<file path="config.mk">
export PLATFORM = sky130hd
export DESIGN_NAME = lcd_signed_number_writer
export DESIGN_NICKNAME = d
export VERILOG_FILES = /design/src/hdl/lsnw_pkg.sv /design/src/hdl/lsnw_front.sv /design/src/hdl/lsnw_fifo.sv /design/src/hdl/lsnw_back.sv /design/src/hdl/lcd_signed_number_writer.sv
export SDC_FILE = /design/constraint.sdc
export NUM_CORES = 1
export LEC_CHECK = 0
export BUFFER_PORTS_ARGS = -buffer_cell sky130_fd_sc_hd__buf_4
export CAP_MARGIN = 20
export CORE_ASPECT_RATIO = 0.5
export CORE_MARGIN = 2
export CORE_UTILIZATION = 30
export CTS_CLUSTER_SIZE = 28
export DETAILED_ROUTE_END_ITERATION = 8
export HOLD_SLACK_MARGIN = 0.05
export SYNTH_ARGS = -nofsm -noshare
export SYNTH_HDL_FRONTEND = slang
export SYNTH_HIERARCHICAL = 1
export SYNTH_SLANG_ARGS = --single-unit
</file>
<file path="constraint.sdc">
create_clock -name clk -period 3.9 [get_ports clk]
set_input_delay 0.195 -clock clk [delete_from_list [all_inputs] [get_ports clk]]
set_output_delay 0.195 -clock clk [all_outputs]
set_load 0.02 [all_outputs]
</file>
<file path="src/hdl/lsnw_pkg.sv">
// Package for the signed number writer of the character display.
// Holds the queue entry type and the display byte constants; no dependencies.
package lsnw_pkg;

	localparam logic [7:0] ASCII_ZERO   = 8'h30;
	localparam logic [7:0] ASCII_MINUS  = 8'h2D;
	localparam logic [7:0] ASCII_SPACE  = 8'h20;
	localparam logic [7:0] GLYPH_BLANK  = 8'h00;
	localparam logic [7:0] CMD_SET_ADDR = 8'h80;
	localparam logic [7:0] ROW1_OFFSET  = 8'h40;
	localparam logic [2:0] MAX_CHARS    = 3'd6;

	typedef struct packed {
		logic [7:0] sign_ch;
		logic [7:0] hund_ch;
		logic [7:0] tens_ch;
		logic [7:0] ones_ch;
		logic [3:0] column;
		logic       row;
		logic [2:0] length;
	} lsnw_item_t;

endpackage

</file>
<file path="src/hdl/lsnw_front.sv">
// Front end: accepts samples, scales them and formats sign and decimal digits.
// Depends on lsnw_pkg; drops items with zero length and saturates the count.
module lsnw_front
	import lsnw_pkg::*;
(
	input  logic              clk,
	input  logic              arst_n,
	input  logic              push,
	output logic              full,
	input  logic signed [15:0] value,
	input  logic [3:0]        column,
	input  logic              row,
	input  logic [2:0]        length,
	output logic              item_valid,
	input  logic              item_full,
	output lsnw_item_t        item
);

	logic        v_s1;
	logic [9:0]  q_s1;
	logic        minus_s1;
	logic [3:0]  col_s1;
	logic        row_s1;
	logic [2:0]  len_s1;
	logic        advance;
	logic        neg;
	logic [15:0] mag;
	logic [9:0]  q_in;
	logic [2:0]  hund;
	logic [9:0]  hund_sub;
	logic [6:0]  rem_h;
	logic [3:0]  tens;
	logic [6:0]  tens_sub;
	logic [3:0]  ones;

	assign advance = !v_s1 || !item_full;
	assign full    = !advance;

	assign neg  = value[15];
	assign mag  = neg ? (~value + 16'd1) : value;
	assign q_in = mag[15:6];

	always_ff @(posedge clk or negedge arst_n) begin
		if (!arst_n) begin
			v_s1 <= 1'b0;
		end else if (advance) begin
			v_s1 <= push && (length != 3'd0);
		end
	end

	always_ff @(posedge clk) begin
		if (advance && push) begin
			q_s1     <= q_in;
			minus_s1 <= neg && (q_in != 10'd0);
			col_s1   <= column;
			row_s1   <= row;
			len_s1   <= (length > MAX_CHARS) ? MAX_CHARS : length;
		end
	end

	always_comb begin
		hund     = 3'd0;
		hund_sub = 10'd0;
		for (int k = 1; k <= 5; k++) begin
			if (q_s1 >= 10'(k * 100)) begin
				hund     = 3'(k);
				hund_sub = 10'(k * 100);
			end
		end
		rem_h    = 7'(q_s1 - hund_sub);
		tens     = 4'd0;
		tens_sub = 7'd0;
		for (int k = 1; k <= 9; k++) begin
			if (rem_h >= 7'(k * 10)) begin
				tens     = 4'(k);
				tens_sub = 7'(k * 10);
			end
		end
		ones = 4'(rem_h - tens_sub);
	end

	assign item_valid   = v_s1;
	assign item.sign_ch = minus_s1 ? ASCII_MINUS : ASCII_SPACE;
	assign item.hund_ch = ASCII_ZERO + {5'd0, hund};
	assign item.tens_ch = ASCII_ZERO + {4'd0, tens};
	assign item.ones_ch = ASCII_ZERO + {4'd0, ones};
	assign item.column  = col_s1;
	assign item.row     = row_s1;
	assign item.length  = len_s1;

endmodule

</file>
<file path="src/hdl/lsnw_fifo.sv">
// Short queue of formatted items between the front end and the byte sequencer.
// Depends on lsnw_pkg for the entry type.
module lsnw_fifo
	import lsnw_pkg::*;
#(
	parameter int DEPTH = 2
) (
	input  logic       clk,
	input  logic       arst_n,
	input  logic       wr_en,
	input  lsnw_item_t wr_data,
	output logic       is_full,
	input  logic       rd_en,
	output logic       not_empty,
	output lsnw_item_t rd_data
);

	localparam int PTR_W = (DEPTH > 1) ? $clog2(DEPTH) : 1;
	localparam int CNT_W = $clog2(DEPTH + 1);

	lsnw_item_t       mem_q [DEPTH];
	logic [PTR_W-1:0] wr_ptr_q;
	logic [PTR_W-1:0] rd_ptr_q;
	logic [CNT_W-1:0] count_q;
	logic             do_wr;
	logic             do_rd;

	assign is_full   = (count_q == CNT_W'(DEPTH));
	assign not_empty = (count_q != '0);
	assign do_wr     = wr_en && !is_full;
	assign do_rd     = rd_en && not_empty;
	assign rd_data   = mem_q[rd_ptr_q];

	always_ff @(posedge clk or negedge arst_n) begin
		if (!arst_n) begin
			wr_ptr_q <= '0;
			rd_ptr_q <= '0;
			count_q  <= '0;
		end else begin
			if (do_wr) begin
				wr_ptr_q <= (wr_ptr_q == PTR_W'(DEPTH - 1)) ? '0 : wr_ptr_q + 1'b1;
			end
			if (do_rd) begin
				rd_ptr_q <= (rd_ptr_q == PTR_W'(DEPTH - 1)) ? '0 : rd_ptr_q + 1'b1;
			end
			if (do_wr && !do_rd) begin
				count_q <= count_q + 1'b1;
			end else if (do_rd && !do_wr) begin
				count_q <= count_q - 1'b1;
			end
		end
	end

	always_ff @(posedge clk) begin
		if (do_wr) begin
			mem_q[wr_ptr_q] <= wr_data;
		end
	end

endmodule

</file>
<file path="src/hdl/lsnw_back.sv">
// Back end: walks each queued item, emitting an address command and a data byte
// per character into an output register. Depends on lsnw_pkg.
module lsnw_back
	import lsnw_pkg::*;
(
	input  logic       clk,
	input  logic       arst_n,
	input  logic       item_ready,
	input  lsnw_item_t item,
	output logic       item_take,
	output logic       empty,
	input  logic       pop,
	output logic [7:0] lcd_byte,
	output logic       is_data,
	output logic       last
);

	lsnw_item_t cur_q;
	logic       busy_q;
	logic [2:0] idx_q;
	logic       phase_q;
	logic       ovalid_q;
	logic [7:0] byte_q;
	logic       is_data_q;
	logic       last_q;
	logic       adv;
	logic       is_last;
	logic       fin;
	logic       load;
	logic [7:0] glyph;
	logic [3:0] addr_col;

	assign adv      = busy_q && (!ovalid_q || pop);
	assign is_last  = ((idx_q + 3'd1) == cur_q.length);
	assign fin      = adv && phase_q && is_last;
	assign load     = item_ready && (!busy_q || fin);
	assign item_take = load;
	assign addr_col = cur_q.column + {1'b0, idx_q};

	always_comb begin
		case (idx_q)
			3'd0:    glyph = cur_q.sign_ch;
			3'd1:    glyph = cur_q.hund_ch;
			3'd2:    glyph = cur_q.tens_ch;
			3'd3:    glyph = cur_q.ones_ch;
			default: glyph = GLYPH_BLANK;
		endcase
	end

	always_ff @(posedge clk or negedge arst_n) begin
		if (!arst_n) begin
			busy_q   <= 1'b0;
			idx_q    <= 3'd0;
			phase_q  <= 1'b0;
			ovalid_q <= 1'b0;
		end else begin
			if (load) begin
				busy_q  <= 1'b1;
				idx_q   <= 3'd0;
				phase_q <= 1'b0;
			end else if (fin) begin
				busy_q <= 1'b0;
			end else if (adv) begin
				phase_q <= !phase_q;
				if (phase_q) begin
					idx_q <= idx_q + 3'd1;
				end
			end
			if (adv) begin
				ovalid_q <= 1'b1;
			end else if (pop) begin
				ovalid_q <= 1'b0;
			end
		end
	end

	always_ff @(posedge clk) begin
		if (load) begin
			cur_q <= item;
		end
		if (adv) begin
			if (phase_q) begin
				byte_q    <= glyph;
				is_data_q <= 1'b1;
				last_q    <= is_last;
			end else begin
				byte_q    <= CMD_SET_ADDR | (cur_q.row ? ROW1_OFFSET : 8'h00) | {4'd0, addr_col};
				is_data_q <= 1'b0;
				last_q    <= 1'b0;
			end
		end
	end

	assign empty    = !ovalid_q;
	assign lcd_byte = byte_q;
	assign is_data  = is_data_q;
	assign last     = last_q;

`ifndef SYNTHESIS
	a_last_on_data: assert property (@(posedge clk) disable iff (!arst_n)
		(ovalid_q && last_q) |-> is_data_q)
		else $error("Last marker on a command byte.");

	a_idx_in_range: assert property (@(posedge clk) disable iff (!arst_n)
		busy_q |-> (idx_q < cur_q.length))
		else $error("Character index beyond the item length.");

	a_cmd_then_reg: assert property (@(posedge clk) disable iff (!arst_n)
		(adv && !phase_q) |=> (ovalid_q && !is_data_q))
		else $error("Address command did not reach the output register.");
`endif

endmodule

</file>
<file path="src/hdl/lcd_signed_number_writer.sv">
// Signed number writer for a two-row character display: front end, queue, byte sequencer.
// An input goes through the front stage, queue and item register to the output register.
// Throughput: two bytes per character, so 2*length bytes per item, 12 at most,
// paced by the byte sequencer that emits one byte per cycle unless a byte waits unpopped.
// Reset (arst_n low) empties the front stage, the queue and the output register.
// Depends on lsnw_pkg, lsnw_front, lsnw_fifo and lsnw_back.
module lcd_signed_number_writer
	import lsnw_pkg::*;
#(
	parameter int QUEUE_DEPTH = 2
) (
	input  logic               clk,
	input  logic               arst_n,
	input  logic               push,
	output logic               full,
	input  logic signed [15:0] value,
	input  logic [3:0]         column,
	input  logic               row,
	input  logic [2:0]         length,
	output logic               empty,
	input  logic               pop,
	output logic [7:0]         lcd_byte,
	output logic               is_data,
	output logic               last
);

	lsnw_item_t fr_item;
	lsnw_item_t q_item;
	logic       fr_valid;
	logic       q_full;
	logic       q_not_empty;
	logic       q_take;

	lsnw_front u_front (
		.clk        (clk),
		.arst_n     (arst_n),
		.push       (push),
		.full       (full),
		.value      (value),
		.column     (column),
		.row        (row),
		.length     (length),
		.item_valid (fr_valid),
		.item_full  (q_full),
		.item       (fr_item)
	);

	lsnw_fifo #(
		.DEPTH (QUEUE_DEPTH)
	) u_fifo (
		.clk       (clk),
		.arst_n    (arst_n),
		.wr_en     (fr_valid),
		.wr_data   (fr_item),
		.is_full   (q_full),
		.rd_en     (q_take),
		.not_empty (q_not_empty),
		.rd_data   (q_item)
	);

	lsnw_back u_back (
		.clk        (clk),
		.arst_n     (arst_n),
		.item_ready (q_not_empty),
		.item       (q_item),
		.item_take  (q_take),
		.empty      (empty),
		.pop        (pop),
		.lcd_byte   (lcd_byte),
		.is_data    (is_data),
		.last       (last)
	);

endmodule
</file>
==> results.sh <==
export IMPL_status="complete, but fails checks"
export IMPL_failed_checks="negative setup slack"
export IMPL_grt_start_max_net_pins=41
export IMPL_slew_headroom_pct=30.5
export IMPL_yosysMostFrequentCell="edfxtp_1"
export IMPL_cp_max_fo=3
export IMPL_hp_class="in -> reg"
export IMPL_place_inst=800
export IMPL_synth_common_cells="149 x edfxtp_1, 39 x mux2_4, 23 x buf_4"
export IMPL_finalNetCount=575
export IMPL_async_reset_ff_share_pct=6.88
export IMPL_drt_total_wl_um=12200
export IMPL_finish_instance_area_um2=8560
export IMPL_cts_buffers=17
export IMPL_fp_dieW_um=223
export IMPL_via_count=3813
export IMPL_viasPerCell=4.49
export IMPL_grt_pass1_vias=3980
export IMPL_rows=39
export IMPL_h_tree_depth=4
export IMPL_ir_worst_vdd_uv=305
export IMPL_period_share_pct=103
export IMPL_clock_sinks=160
export IMPL_cts_tree="yes"
export IMPL_tightestPinTransition_ns=1.04
export IMPL_place_congestion=0.790
export IMPL_drc=0
export IMPL_synthFlopType="edfxtp_1"
export IMPL_drt_iter0_markers=285
export IMPL_maxCapViolations=0
export IMPL_swShare_pct=32.0
export IMPL_synth_top_area_share_pct=62.2
export IMPL_io_buffers=39
export IMPL_instances_no_fill=850
export IMPL_drt_pass1_iter_count=4
export IMPL_cts_root_buf="clkbuf_16"
export IMPL_io_pins=40
export IMPL_holdWs_ns=0.0841
export IMPL_yosys_top_cells_area="edfxtp_1 62%, mux2_4 8.1%, dfrtp_1 3.8%, ha_1 2.4%, buf_4 2.4%"
export IMPL_combPwrFrac_pct=34.1
export IMPL_p_clk_share_pct=23.7
export IMPL_ys_seq_area_share_pct=66.1
export IMPL_wl_per_cell_um=14.4
export IMPL_yosys_register_bits=160
export IMPL_critical_path_required_ns=4.05
export IMPL_slew_violations=0
export IMPL_synth_top_cell_by_area="edfxtp_1"
export IMPL_rsz0062_at_grt="true"
export IMPL_setup_tns_ns=-0.409
export IMPL_grtUsageTotal_pct=9.99
export IMPL_p_seq_share_pct=42.2
export IMPL_n_antenna_cell=0
export IMPL_cp_end_kind="flip-flop"
export IMPL_core_area_um2=23200
export IMPL_hold_viol=0
export IMPL_drive_above_1_share_pct=31.5
export IMPL_cts_max_path_buffers=2
export IMPL_finalPower_w=0.00672
export IMPL_syn_to_final_growth_pct=19.0
export IMPL_syn_inst=462
export IMPL_power_leakage_nw=3.18
export IMPL_switchingPower_w=0.00215
export IMPL_postLayoutSetupSlackWorst_ns=-0.136
export IMPL_min_period_ns=4.04
export IMPL_antenna_left=0
export IMPL_synth_edf_count=149
export IMPL_syn_cell_area_um2=7190
export IMPL_path_clk_slew_ns=0.07
export IMPL_grt_pass1_wl_um=19600
export IMPL_dpl_cell_area_um2=7780
export IMPL_p_int_w=0.00457
export IMPL_synth_cell_types=61
export IMPL_cp_data_arrival_time_ns=4.19
export IMPL_syn_area_per_cell_um2=15.6
export IMPL_dp_hpwl_um=7920
export IMPL_antenna_found_initial=0
export IMPL_setup_viol=4
export IMPL_grt_remaining_overflow=0
export IMPL_initial_utilization_pct=31.0
export IMPL_max_freq_mhz=248
export IMPL_start_kind="flip-flop"
export IMPL_power_density_nw_per_um2=785
export IMPL_dieArea_um2=25300
export IMPL_die_h_um=113
export IMPL_insertion_delay_ns=0.42
export IMPL_skew_ns=0.0127
export IMPL_yosysWarnings=6
export IMPL_worstSetupPathType="reg -> reg"
==> power by group through the flow <==
stage	logic (W)	clock network, W	registers, W
floorplan	0.00170	0	0.00280
global placement	0.00212	0	0.00286
detailed placement	0.00216	0	0.00288
CTS	0.00223	0.00163	0.00284
global route	0.00252	0.00171	0.00289
finish	0.00229	0.00159	0.00284
==> worst paths after layout <==
kind                                  endpoint  slack, ns         startpoint  cells after the start
min in group asynchronous    u_fifo/count_q[1]       0.15             arst_n                      2
setup / recovery           u_fifo/mem_q[1][11]      -0.14    u_front/q_s1[4]                     17
hold reg to reg             u_fifo/mem_q[0][1]       0.44  u_front/len_s1[1]                      0
hold / removal                 u_front/q_s1[9]       0.08          value[14]                      2
max in group asynchronous      u_fifo/rd_ptr_q       3.58             arst_n                      2
setup reg to reg           u_fifo/mem_q[1][11]      -0.14    u_front/q_s1[4]                     17
==> critical path: stages (launching register included) <==
cell      delay [ns]
edfxtp_1        0.38
or3_1           0.39
a31oi_2         0.16
a21oi_1         0.09
o21ai_1         0.19
ha_2            0.22
inv_2           0.04
fa_2            0.39
a21o_1          0.20
a21oi_2         0.18
xnor2_2         0.13
xor2_1          0.20
o21ai_0         0.31
a211oi_2        0.09
ha_2            0.19
fa_2            0.33
xor2_1          0.15
xnor2_1         0.13
==> registers in the layout, indices dropped and copies added (netlist names), 2 cells and up <==
register         flops
u_back/cur_q        40
u_back/idx_q         3
u_back/lcd_byte      8
u_fifo/count_q       2
u_fifo/mem_q        80
u_front/col_s1       4
u_front/len_s1       3
u_front/q_s1        10
==> routing by layer <==
metal | vias up | routed length [µm] | GRT usage, %
met5 | - | 0 | 0
met4 | 0 | 161 | 4.88
met3 | 12 | 442 | 2.42
met2 | 59 | 6210 | 17.2
met1 | 1899 | 5420 | 11.9
li1 | 1843 | - | -
==> timing repair <==
| item | CTS | global route |
|---|---|---|
| cloned | 0 | 0 |
| resized for setup | 4 | 6 |
| endpoints found under the hold margin | 19 | 0 |
| pin swaps | 1 | 1 |
| hold buffers | 10 | 0 |
| setup endpoints to repair | 4 | 4 |
| buffers inserted | 3 | 5 |
==> cells by family (layout without fill, tap and decap cells) <==
family / Yosys count / after routing / synth area share (%)
other: 2 / 18 / 0.104
XOR/XNOR: 26 / 26 / 3.27
AO/OA/AOI/OAI: 77 / 77 / 7.31
AND/OR/NAND/NOR: 78 / 78 / 5.95
adder cells (fa/ha/maj): 18 / 18 / 3.41
flip-flops: 160 / 160 / 66.1
multiplexers: 41 / 41 / 8.44
buffers and inverters: 60 / 125 / 5.45
==> metrics by stage <==
step / worst slack [ns] / utilization, %
3_3_place_gp: 0.0107 / 33.6
6_report: -0.136 / 36.9
5_1_grt: -0.296 / 36.9
2_1_floorplan: -0.00770 / -
3_5_place_dp: -0.150 / 33.6
4_1_cts: -0.0597 / 36.6
==> cell type report <==
class | count | area [µm²]
timing repair buffer | 73 | 573
multi-input combinational | 258 | 2200
clock inverter | 15 | 148
clock buffer | 17 | 425
fill | 2137 | 14600
tap | 307 | 384
inverter | 20 | 75.1
sequential | 160 | 4750
==> cell usage in the layout, fill, tap and decap left out, types with 3 or more instances in the layout <==
master / count
edfxtp_1: 149
buf_4: 63
mux2_4: 39
nor2_1: 19
inv_1: 18
conb_1: 18
clkbuf_16: 17
a21oi_1: 17
xnor2_1: 16
nand2_1: 13
o21ai_0: 13
ha_1: 12
dlygate4sd3_1: 10
dfrtp_1: 10
nand3_1: 9
a222oi_1: 8
xor2_1: 6
nor3_1: 6
inv_6: 5
o22ai_1: 5
a21o_1: 5
or3_1: 4
o31ai_1: 4
clkinv_4: 3
o21ai_2: 3
nand2b_1: 3
Note: power is estimated with default switching activity, not from simulation.
